--- src/sv/hdp_pkg.sv ---
// Shared types, constants and lookup functions for the HTTP date parser.
package hdp_pkg;

  localparam logic [5:0] POS_LEAD     = 6'd0;
  localparam logic [5:0] POS_WD1      = 6'd1;
  localparam logic [5:0] POS_WD2      = 6'd2;
  localparam logic [5:0] POS_DISPATCH = 6'd3;
  localparam logic [5:0] POS_BASE     = 6'd4;
  localparam logic [5:0] POS_TRAIL    = 6'd63;

  localparam logic [2:0] WEEKDAY_NONE = 3'd7;

  localparam logic [1:0] FMT_ISO     = 2'd0;
  localparam logic [1:0] FMT_RFC1123 = 2'd1;
  localparam logic [1:0] FMT_ASCTIME = 2'd2;
  localparam logic [1:0] FMT_RFC850  = 2'd3;

  localparam logic [8*19-1:0] TPL_ISO     = "YYYY-oo-ddThh:mm:ss";
  localparam logic [8*26-1:0] TPL_RFC1123 = ", de nnn YYYY hh:mm:ss GMT";
  localparam logic [8*21-1:0] TPL_ASCTIME = " nnn ad hh:mm:ss YYYY";
  localparam logic [8*25-1:0] TPL_RFC850  = "*, dd-nnn-yy hh:mm:ss GMT";

  localparam logic [8*21-1:0] WD_NAMES  = "SunMonTueWedThuFriSat";
  localparam logic [8*36-1:0] MON_NAMES = "JanFebMarAprMayJunJulAugSepOctNovDec";

  typedef struct packed {
    logic parse;
    logic step1;
    logic step2;
    logic step3;
    logic step4;
  } hdp_cmd_t;

  typedef struct packed {
    logic out_pending;
  } hdp_status_t;

  function automatic logic [4:0] tpl_len(input logic [1:0] f);
    logic [4:0] n;
    case (f)
      FMT_ISO:     n = 5'd19;
      FMT_RFC1123: n = 5'd26;
      FMT_ASCTIME: n = 5'd21;
      default:     n = 5'd25;
    endcase
    return n;
  endfunction

  function automatic logic [7:0] tpl_at(input logic [1:0] f, input logic [5:0] t);
    logic [7:0] ch;
    ch = 8'h00;
    case (f)
      FMT_ISO:     if (t < 6'd19) ch = TPL_ISO[8*(18-t) +: 8];
      FMT_RFC1123: if (t < 6'd26) ch = TPL_RFC1123[8*(25-t) +: 8];
      FMT_ASCTIME: if (t < 6'd21) ch = TPL_ASCTIME[8*(20-t) +: 8];
      default:     if (t < 6'd25) ch = TPL_RFC850[8*(24-t) +: 8];
    endcase
    return ch;
  endfunction

  // Bit 3 set means no weekday matched.
  function automatic logic [3:0] wd_match(input logic [15:0] np, input logic [7:0] c);
    logic [3:0] k;
    k = 4'd8;
    for (int i = 6; i >= 0; i--) begin
      if (WD_NAMES[8*3*(6-i) +: 24] == {np, c}) k = 4'(i);
    end
    return k;
  endfunction

  // Month number 1 to 12, or zero when nothing matched.
  function automatic logic [3:0] mon_match(input logic [15:0] np, input logic [7:0] c);
    logic [3:0] k;
    k = 4'd0;
    for (int i = 11; i >= 0; i--) begin
      if (MON_NAMES[8*3*(11-i) +: 24] == {np, c}) k = 4'(i + 1);
    end
    return k;
  endfunction

  function automatic logic [2:0] tail_len(input logic [2:0] w);
    logic [2:0] n;
    case (w)
      3'd0, 3'd1, 3'd5: n = 3'd3;
      3'd2:             n = 3'd4;
      3'd3:             n = 3'd6;
      3'd4, 3'd6:       n = 3'd5;
      default:          n = 3'd0;
    endcase
    return n;
  endfunction

  function automatic logic [7:0] tail_at(input logic [2:0] w, input logic [2:0] j);
    logic [8*6-1:0] s;
    logic [7:0]     ch;
    case (w)
      3'd0, 3'd1, 3'd5: s = {"day", 24'h0};
      3'd2:             s = {"sday", 16'h0};
      3'd3:             s = "nesday";
      3'd4:             s = {"rsday", 8'h0};
      3'd6:             s = {"urday", 8'h0};
      default:          s = '0;
    endcase
    ch = 8'h00;
    if (j < 3'd6) ch = s[8*(5-j) +: 8];
    return ch;
  endfunction

  function automatic logic [4:0] mon_days(input logic [3:0] mo);
    logic [4:0] n;
    case (mo)
      4'd2:                   n = 5'd29;
      4'd4, 4'd6, 4'd9, 4'd11: n = 5'd30;
      default:                n = 5'd31;
    endcase
    return n;
  endfunction

  function automatic logic [8:0] mon_before(input logic [3:0] mo);
    logic [8:0] n;
    case (mo)
      4'd2:    n = 9'd31;
      4'd3:    n = 9'd59;
      4'd4:    n = 9'd90;
      4'd5:    n = 9'd120;
      4'd6:    n = 9'd151;
      4'd7:    n = 9'd181;
      4'd8:    n = 9'd212;
      4'd9:    n = 9'd243;
      4'd10:   n = 9'd273;
      4'd11:   n = 9'd304;
      4'd12:   n = 9'd334;
      default: n = 9'd0;
    endcase
    return n;
  endfunction

  // Remainder by seven, folding octal digits since eight is one more than seven.
  function automatic logic [2:0] mod7(input logic [23:0] x);
    logic [5:0] s1;
    logic [3:0] s2;
    s1 = '0;
    for (int i = 0; i < 8; i++) s1 = s1 + 6'(x[3*i +: 3]);
    s2 = 4'(s1[5:3]) + 4'(s1[2:0]);
    if (s2 >= 4'd7) s2 = s2 - 4'd7;
    if (s2 >= 4'd7) s2 = s2 - 4'd7;
    return s2[2:0];
  endfunction

endpackage

--- src/sv/http_date_parser_core.sv ---
// Top level of the HTTP date parser: controller and datapath.
//  channel | direction | handshake           | payload
//  input   | in        | in_valid / in_stall | char_code, end_of_text
//  result  | out       | out_valid/out_stall | ok, format_kind, unix_time
//  config  | in        | cfg_wr_en           | cfg_wr_data (relaxed_day)
// A character word is taken every cycle while input does not stall; it is parsed in the cycle it arrives.
// An end word starts a conversion in the datapath, during which input stalls.
// The result sits in an output register; characters keep flowing while it waits,
// but a further end word stalls until the result has been taken.
// Reset is synchronous and clears the parse state, the relaxed_day register and the result valid.
module http_date_parser_core (
  input  logic               clk,
  input  logic               rst,
  input  logic               cfg_wr_en,
  input  logic               cfg_wr_data,
  input  logic               in_valid,
  output logic               in_stall,
  input  logic [7:0]         char_code,
  input  logic               end_of_text,
  output logic               out_valid,
  input  logic               out_stall,
  output logic               ok,
  output logic [1:0]         format_kind,
  output logic signed [38:0] unix_time
);
  import hdp_pkg::*;

  hdp_cmd_t    cmd;
  hdp_status_t status;

  hdp_ctrl u_ctrl (
    .clk         (clk),
    .rst         (rst),
    .in_valid    (in_valid),
    .end_of_text (end_of_text),
    .status      (status),
    .in_stall    (in_stall),
    .cmd         (cmd)
  );

  hdp_datapath u_dp (
    .clk         (clk),
    .rst         (rst),
    .cmd         (cmd),
    .status      (status),
    .cfg_wr_en   (cfg_wr_en),
    .cfg_wr_data (cfg_wr_data),
    .char_code   (char_code),
    .out_valid   (out_valid),
    .out_stall   (out_stall),
    .ok          (ok),
    .format_kind (format_kind),
    .unix_time   (unix_time)
  );
endmodule

--- src/sv/hdp_ctrl.sv ---
// Controller state machine sequencing character parsing and the conversion steps.
module hdp_ctrl (
  input  logic                clk,
  input  logic                rst,
  input  logic                in_valid,
  input  logic                end_of_text,
  input  hdp_pkg::hdp_status_t status,
  output logic                in_stall,
  output hdp_pkg::hdp_cmd_t   cmd
);
  import hdp_pkg::*;

  typedef enum logic [4:0] {
    ST_IDLE = 5'b00001,
    ST_C1   = 5'b00010,
    ST_C2   = 5'b00100,
    ST_C3   = 5'b01000,
    ST_C4   = 5'b10000
  } state_t;

  state_t state, state_next;
  logic   accept;

  assign in_stall = (state != ST_IDLE) || (status.out_pending && end_of_text);
  assign accept   = in_valid && !in_stall;

  always_comb begin
    state_next = state;
    case (state)
      ST_IDLE: if (accept && end_of_text) state_next = ST_C1;
      ST_C1:   state_next = ST_C2;
      ST_C2:   state_next = ST_C3;
      ST_C3:   state_next = ST_C4;
      ST_C4:   state_next = ST_IDLE;
      default: state_next = ST_IDLE;
    endcase
  end

  always_ff @(posedge clk) begin
    if (rst) state <= ST_IDLE;
    else     state <= state_next;
  end

  always_comb begin
    cmd.parse = accept && !end_of_text;
    cmd.step1 = (state == ST_C1);
    cmd.step2 = (state == ST_C2);
    cmd.step3 = (state == ST_C3);
    cmd.step4 = (state == ST_C4);
  end

`ifndef SYNTHESIS
  a_end_result: assert property (@(posedge clk) disable iff (rst)
    (accept && end_of_text) |-> ##4 cmd.step4) else $error("result step missed");
  a_no_overwrite: assert property (@(posedge clk) disable iff (rst)
    cmd.step4 |-> !status.out_pending) else $error("result overwritten");
  a_busy_no_parse: assert property (@(posedge clk) disable iff (rst)
    (state != ST_IDLE) |-> !cmd.parse) else $error("parse during conversion");
`endif
endmodule

--- src/sv/hdp_datapath.sv ---
// Datapath holding the parse state, the date conversion steps and the result register.
module hdp_datapath (
  input  logic                 clk,
  input  logic                 rst,
  input  hdp_pkg::hdp_cmd_t    cmd,
  output hdp_pkg::hdp_status_t status,
  input  logic                 cfg_wr_en,
  input  logic                 cfg_wr_data,
  input  logic [7:0]           char_code,
  output logic                 out_valid,
  input  logic                 out_stall,
  output logic                 ok,
  output logic [1:0]           format_kind,
  output logic signed [38:0]   unix_time
);
  import hdp_pkg::*;

  logic        relaxed;
  logic [5:0]  pos, pos_next;
  logic [1:0]  fmt, fmt_next;
  logic        failed, failed_next;
  logic [15:0] np, np_next;
  logic [2:0]  wd, wd_next;
  logic [13:0] yr, yr_next;
  logic [6:0]  mo, mo_next, dy, dy_next, hr, hr_next, mi, mi_next, se, se_next;

  logic        dig, run_tpl, hit;
  logic [3:0]  dv, wm, mm;
  logic [1:0]  tf;
  logic [5:0]  tp, t, nx;
  logic [4:0]  len;
  logic [7:0]  code;
  logic [13:0] yacc;
  logic [15:0] npi;

  assign dig = (char_code >= "0") && (char_code <= "9");
  assign dv  = dig ? 4'(char_code - "0") : 4'd0;

  always_comb begin
    pos_next = pos; fmt_next = fmt; failed_next = failed; np_next = np; wd_next = wd;
    yr_next = yr; mo_next = mo; dy_next = dy; hr_next = hr; mi_next = mi; se_next = se;
    run_tpl = 1'b0; tf = fmt; tp = pos; t = '0; nx = '0; len = '0; code = '0;
    hit = 1'b1; wm = '0; mm = '0; yacc = '0; npi = '0;
    case (pos)
      POS_LEAD: begin
        if (char_code == " ") begin
          run_tpl = 1'b0;
        end else if (dig) begin
          fmt_next = FMT_ISO; tf = FMT_ISO; tp = POS_BASE; run_tpl = 1'b1;
        end else begin
          np_next = {8'h00, char_code}; pos_next = POS_WD1;
        end
      end
      POS_WD1: begin
        np_next = {np[7:0], char_code}; pos_next = POS_WD2;
      end
      POS_WD2: begin
        wm = wd_match(np, char_code);
        if (wm[3]) failed_next = 1'b1;
        else begin
          wd_next = wm[2:0]; np_next = '0; pos_next = POS_DISPATCH;
        end
      end
      POS_DISPATCH: begin
        tf = (char_code == ",") ? FMT_RFC1123 : ((char_code == " ") ? FMT_ASCTIME : FMT_RFC850);
        fmt_next = tf; tp = POS_BASE; run_tpl = 1'b1;
      end
      POS_TRAIL: if (char_code != " ") failed_next = 1'b1;
      default: run_tpl = 1'b1;
    endcase
    if (run_tpl) begin
      t   = tp - POS_BASE;
      len = tpl_len(tf);
      if (tp < POS_BASE || t >= {1'b0, len}) begin
        hit = 1'b0;
      end else begin
        code = tpl_at(tf, t);
        nx   = t + 6'd1;
        if (code inside {"Y", "y", "o", "d", "h", "m", "s"}) begin
          if (!dig) hit = 1'b0;
          else begin
            case (code)
              "Y", "y": begin
                yacc = 14'(yr * 14'd10 + 14'(dv));
                if (code == "y" && tpl_at(tf, nx) != "y") begin
                  yacc = yacc + 14'd1900;
                  if (yacc < 14'd1969) yacc = yacc + 14'd100;
                end
                yr_next = yacc;
              end
              "o":     mo_next = 7'(mo * 7'd10 + 7'(dv));
              "d":     dy_next = 7'(dy * 7'd10 + 7'(dv));
              "h":     hr_next = 7'(hr * 7'd10 + 7'(dv));
              "m":     mi_next = 7'(mi * 7'd10 + 7'(dv));
              default: se_next = 7'(se * 7'd10 + 7'(dv));
            endcase
          end
        end else begin
          case (code)
            "e": begin
              if (char_code == " " && relaxed) nx = t + 6'd2;
              else if (dig) dy_next = 7'(dy * 7'd10 + 7'(dv));
              else hit = 1'b0;
            end
            "a": begin
              if (dig) dy_next = 7'(dv);
              else if (char_code != " ") hit = 1'b0;
            end
            "n": begin
              if (tpl_at(tf, nx) == "n") np_next = {np[7:0], char_code};
              else begin
                mm = mon_match(np, char_code);
                if (mm == 4'd0) hit = 1'b0;
                else begin
                  mo_next = 7'(mm); np_next = '0;
                end
              end
            end
            "*": begin
              if (wd > 3'd6 || np >= 16'(tail_len(wd)) || tail_at(wd, np[2:0]) != char_code) begin
                hit = 1'b0;
              end else begin
                npi = np + 16'd1;
                if (npi < 16'(tail_len(wd))) begin
                  np_next = npi; nx = t;
                end else begin
                  np_next = '0;
                end
              end
            end
            default: if (code != char_code) hit = 1'b0;
          endcase
        end
      end
      if (!hit) failed_next = 1'b1;
      else pos_next = (nx >= 6'(len)) ? POS_TRAIL : POS_BASE + nx;
    end
  end

  always_ff @(posedge clk) begin
    if (rst) relaxed <= 1'b0;
    else if (cfg_wr_en) relaxed <= cfg_wr_data;
  end

  always_ff @(posedge clk) begin
    if (rst || cmd.step4) begin
      pos <= POS_LEAD; fmt <= FMT_ISO; failed <= 1'b0; np <= '0; wd <= WEEKDAY_NONE;
      yr <= '0; mo <= '0; dy <= '0; hr <= '0; mi <= '0; se <= '0;
    end else if (cmd.parse && !failed) begin
      pos <= pos_next; fmt <= fmt_next; failed <= failed_next; np <= np_next;
      wd <= wd_next; yr <= yr_next; mo <= mo_next; dy <= dy_next;
      hr <= hr_next; mi <= mi_next; se <= se_next;
    end
  end

  // Conversion: year split, day count, weekday check, seconds.
  logic [26:0]        pq, pqm;
  logic [13:0]        ym1, rfull;
  logic [6:0]         cq, cqm, r;
  logic [10:0]        hm;
  logic [16:0]        ctod;
  logic [6:0]         sx;
  logic               ok1, cok1, leap, ok2, cok2, cok3;
  logic [23:0]        dcalc, cd, rq;
  logic [2:0]         m7;
  logic signed [38:0] cdsec;

  assign ym1 = yr - 14'd1;
  assign pq  = 27'(yr) * 27'd5243;
  assign pqm = 27'(ym1) * 27'd5243;
  assign sx  = (se == 7'd60) ? 7'd59 : se;
  assign hm  = 11'(hr) * 11'd60 + 11'(mi);
  assign ok1 = !failed && pos == POS_TRAIL && se <= 7'd60 && mi <= 7'd59 && hr <= 7'd23
             && mo >= 7'd1 && mo <= 7'd12 && dy >= 7'd1
             && dy <= 7'(mon_days(mo[3:0])) && yr >= 14'd1899;

  assign rfull = yr - 14'(cq) * 14'd100;
  assign r     = rfull[6:0];
  assign leap  = (yr[1:0] == 2'd0) && (r != 7'd0 || cq[1:0] == 2'd0);
  assign ok2   = cok1 && !(mo == 7'd2 && dy > 7'd28 && !leap);
  assign rq    = (r != 7'd0) ? 24'((r - 7'd1) >> 2) : 24'd0;
  assign dcalc = 24'(dy) + 24'(mon_before(mo[3:0])) + 24'(leap && mo > 7'd2)
               + 24'(r) * 24'd365 + rq + 24'(cq) * 24'd36524 + 24'(cqm[6:2])
               - 24'd730485;
  assign m7    = mod7(cd + 24'd70006);

  always_ff @(posedge clk) begin
    if (cmd.step1) begin
      cq   <= pq[25:19];
      cqm  <= pqm[25:19];
      ctod <= 17'(hm) * 17'd60 + 17'(sx);
      cok1 <= ok1;
    end
    if (cmd.step2) begin
      cd   <= dcalc;
      cok2 <= ok2;
    end
    if (cmd.step3) begin
      cdsec <= $signed(cd) * 39'sd86400;
      cok3  <= cok2 && (wd == WEEKDAY_NONE || m7 == wd);
    end
  end

  always_ff @(posedge clk) begin
    if (rst) out_valid <= 1'b0;
    else if (cmd.step4) out_valid <= 1'b1;
    else if (!out_stall) out_valid <= 1'b0;
  end

  always_ff @(posedge clk) begin
    if (cmd.step4) begin
      ok          <= cok3;
      format_kind <= cok3 ? fmt : FMT_ISO;
      unix_time   <= cok3 ? (cdsec + $signed({22'd0, ctod}) + 39'sd946684800) : 39'sd0;
    end
  end

  assign status.out_pending = out_valid;
endmodule

--- config.mk ---
export PLATFORM = sky130hd
export DESIGN_NAME = http_date_parser_core
export DESIGN_NICKNAME = d
export VERILOG_FILES = /design/src/sv/hdp_pkg.sv /design/src/sv/http_date_parser_core.sv /design/src/sv/hdp_ctrl.sv /design/src/sv/hdp_datapath.sv
export SDC_FILE = /design/constraint.sdc
export NUM_CORES = 2
export LEC_CHECK = 0
export ABC_AREA = 1
export BUFFER_PORTS_ARGS = -buffer_cell sky130_fd_sc_hd__buf_2
export CAP_MARGIN = 20
export CORE_UTILIZATION = 28
export DETAILED_ROUTE_END_ITERATION = 7
export GPL_TIMING_DRIVEN = 0
export PLACE_DENSITY_LB_ADDON = 0.08
export SKIP_LAST_GASP = 1
export SLEW_MARGIN = 0
export SYNTH_ARGS = -nofsm -noshare
export SYNTH_HDL_FRONTEND = slang
export SYNTH_SLANG_ARGS = --single-unit
--- constraint.sdc ---
create_clock -name clk -period 7.1 [get_ports clk]
set_input_delay 1.42 -clock clk [delete_from_list [all_inputs] [get_ports clk]]
set_output_delay 1.42 -clock clk [all_outputs]
set_load 0.005 [all_outputs]
==> reports/metrics.csv <==
stage,metric,value,unit
floorplanning,rows,135,
global_routing,use_met1,22.55,%
place,globalplace.congestion,0.8650,
min_path,hold_class,reg -> reg,
layout,n_antenna_cell,0,
power,power.leakage,21.79,nW
clock_tree,clock_latency,0.62,ns
layout,syn2layout_area_growth,12.94,%
place,dp_slack,-1.251,ns
timing,hold_viol_final,0,
timing,period_share,107.4,%
logic_synthesis,yosysSeqAreaShare,15.03,%
timing,finalCriticalPeriod,7.626,ns
logic_synthesis,syn_avg_cell_area,7.934,um^2
global_routing,gr-usage-met3,1.106,%
clock_tree,path_clk_slew,0.06,ns
worst_setup_path,crit_path_max_incr_delay,0.61,ns
clock_tree,htreeDepth,1,
logic_synthesis,netlist_instances,4834,
floorplanning,coreArea,135600,um^2
detailed_routing,route.detailed.drc,2,
outcome,status,finished with violations,
place,port_buffers,57,
clock_tree,cts_tree,built,
logic_synthesis,ys_ff_latch,223,
global_routing,grt_overflow,0,
logic_synthesis,ys_warn_count,0,
floorplanning,die_h,372.1,um
clock_tree,clockBufferDepth,3,
logic_synthesis,postSynth.asyncResetShare,0,%
global_routing,grt_pass1_vias,32373,
worst_setup_path,critPathKind,reg -> reg,
layout,layout.nets,6043,
global_routing,grt.busiest_layer,met2,
layout,drive_above_1_share,10.14,%
floorplanning,die_w,372.1,um
worst_setup_path,critPathSlowestCell,fa_2,
detailed_routing,drt_iter0_drc,1456,
layout,final_common_cell,inv_1,
worst_setup_path,crit_arrival,7.98,ns
timing,relSlewSlack,27.79,%
detailed_routing,viasPerCell,4.577,
global_routing,gr-usage-met2,27.57,%
timing,skew,0.03993,ns
detailed_routing,vias,31210,
worst_setup_path,path_max_fanout,4,
layout,layout_common_cells,"inv_1 (1010), nand2_1 (695), ha_1 (655)",
logic_synthesis,synth_nets,5859,
timing,max_slew.worst_pin.slew,1.083,ns
floorplanning,start_util,28.28,%
worst_setup_path,ff2ff_setup_slack,-0.53,ns
global_routing,grt_antenna_before_repair,2,
logic_synthesis,netlist_area,38350,um^2
global_routing,grtUsageTotal,16.32,%
min_path,whs_path_depth,2,
detailed_routing,postRouteAntennaNets,0,
timing,drv_slew,0,
logic_synthesis,synth.distinct_cells,69,
detailed_routing,wl_per_cell,16.25,um
worst_setup_path,crit_buf_inv,10,
global_routing,grt_pass1_wl,179.4,mm
worst_setup_path,path_depth,40,
global_routing,grt_max_degree,24,
clock_tree,cts_root_buffer,clkbuf_16,
worst_setup_path,crit_path_frequent_cell,inv_2,
floorplanning,die_area,138500,um^2
power,finalPower,6.057,mW
worst_setup_path,critPathTopFamily,adder cells,
worst_setup_path,ff2ff_path_depth,40,
floorplanning,io_pins,59,
layout,final_util,31.94,%
clock_tree,clock-sinks,223,
clock_tree,cts_buffers,29,
power,cellPowerDensity,139.8,nW/um^2
outcome,failed_checks,"DRC, setup timing",
timing,finalWorstSetupSlack,-0.5258,ns
logic_synthesis,synth_ff_type,edfxtp_1,
logic_synthesis,synth_edf_count,130,
layout,fillers,14662,
worst_setup_path,cp.required,7.45,ns
power,ir_drop,0.1819,mV
timing,setup_viol,1,
detailed_routing,wl,110.8,mm
run,max_cap_viol_count,0,
detailed_routing,first_pass_iters,8,
worst_setup_path,start_kind,flip-flop,
place,hpwl,92.37,mm
worst_setup_path,worst_setup_path_end_kind,flip-flop,
timing,setup_tns,-0.5258,ns
timing,grt_setup_unrepaired,true,
timing,max_freq,131.1,MHz
-- report_power, final --
group / internal (mW) / total (mW) / leakage (nW) / switching, mW
Combinational: 1.24 / 3.09 / 19.5 / 1.86
Clock: 0.818 / 1.47 / 0.430 / 0.650
Sequential: 1.47 / 1.50 / 1.88 / 0.0231
Total: 3.53 / 6.06 / 21.8 / 2.53
-- registers in the layout, summed over array words and instances (netlist names), 3 cells and up, named ones only --
signal          flops
u_dp.ctod          17
u_dp.pos            6
u_dp.np            16
u_dp.wd             3
u_ctrl.state        5
u_dp.cdsec         32
u_dp.hr             7
u_dp.mo             7
u_dp.cd            24
u_dp.dy             7
u_dp.mi             7
u_dp.yr            14
u_dp.cq             7
u_dp.unix_time     39
u_dp.cqm            5
u_dp.se             7
-- logic make-up after synthesis --
group	share of synthesized area (%)
multiplexers	0.05546
AND/OR/NAND/NOR	17.62
adder cells (fa/ha/maj)	39.53
flip-flops	15.03
buffers and inverters	11.36
XOR/XNOR	6.175
AO/OA/AOI/OAI	10.24
-- metrics by stage --
step           cell area (um^2)  hold slack [ns]  cells
3_3_place_gp              40970           0.4506   6672
2_1_floorplan             38460           0.4400   4834
3_5_place_dp              41170           0.4553   6689
4_1_cts                   42890           0.4674   6801
6_report                  43320           0.4701   6819
5_1_grt                   43320           0.5059   6819
-- synthesized netlist by cell type, drive strengths merged (71+ instances only) --
library cell     n  area, um^2
dfxtp           93        1862
o21ai          219        1149
nand4           71       456.7
nand2          758        2985
ha             674        8433
a21oi          298        1506
inv           1064        3994
xor2           183        1633
edfxtp         130        3904
nor2           317        1314
xnor2           84       735.7
fa             336        6726
nand3          275        1456
-- worst reg2reg max path, delay by kind of cell (launching register included) --
family	cells	cell delay, ns
buffers and inverters	10	0.55
XOR/XNOR	2	0.23
flip-flops	1	0.50
AND/OR/NAND/NOR	9	0.79
adder cells (fa/ha/maj)	10	3.89
AO/OA/AOI/OAI	7	0.98
multiplexers	2	0.49
-- metal layers --
layer / part of all wire, % / vias to the layer above
met4: 2.2 / 0
met5: 0 / -
li1: - / 15947
met1: 49 / 14652
met3: 2.9 / 113
met2: 46 / 498
-- final timing paths --
check,to,from
min reg2reg,u_dp.mo[6],u_dp.mo[6]
min,u_dp.mo[6],u_dp.mo[6]
max,u_dp.cok3,u_dp.cd[3]
max reg2reg,u_dp.cok3,u_dp.cd[3]
-- final cells by class --
class / count / area, um^2 / share of cell area, %
Tap cell: 1781 / 2228 / 5.144
Clock buffer: 35 / 748.2 / 1.727
Sequential cell: 223 / 5781 / 13.34
Clock inverter: 16 / 143.9 / 0.3322
Multi-Input combinational cell: 3477 / 28960 / 66.84
Inverter: 1072 / 4050 / 9.350
Buffer: 61 / 337.8 / 0.7799
Timing Repair Buffer: 154 / 1075 / 2.481
-- timing repair --
| action | in CTS | in global routing |
|---|---|---|
| buffers inserted | 61 | 19 |
| pin swaps | 49 | 51 |
| gates resized for setup | 77 | 78 |
| setup endpoints to repair | 33 | 27 |
| hold buffers | 0 | 0 |
| endpoints found under the hold margin | 0 | 0 |
Note: power is estimated with default switching activity, not from simulation.
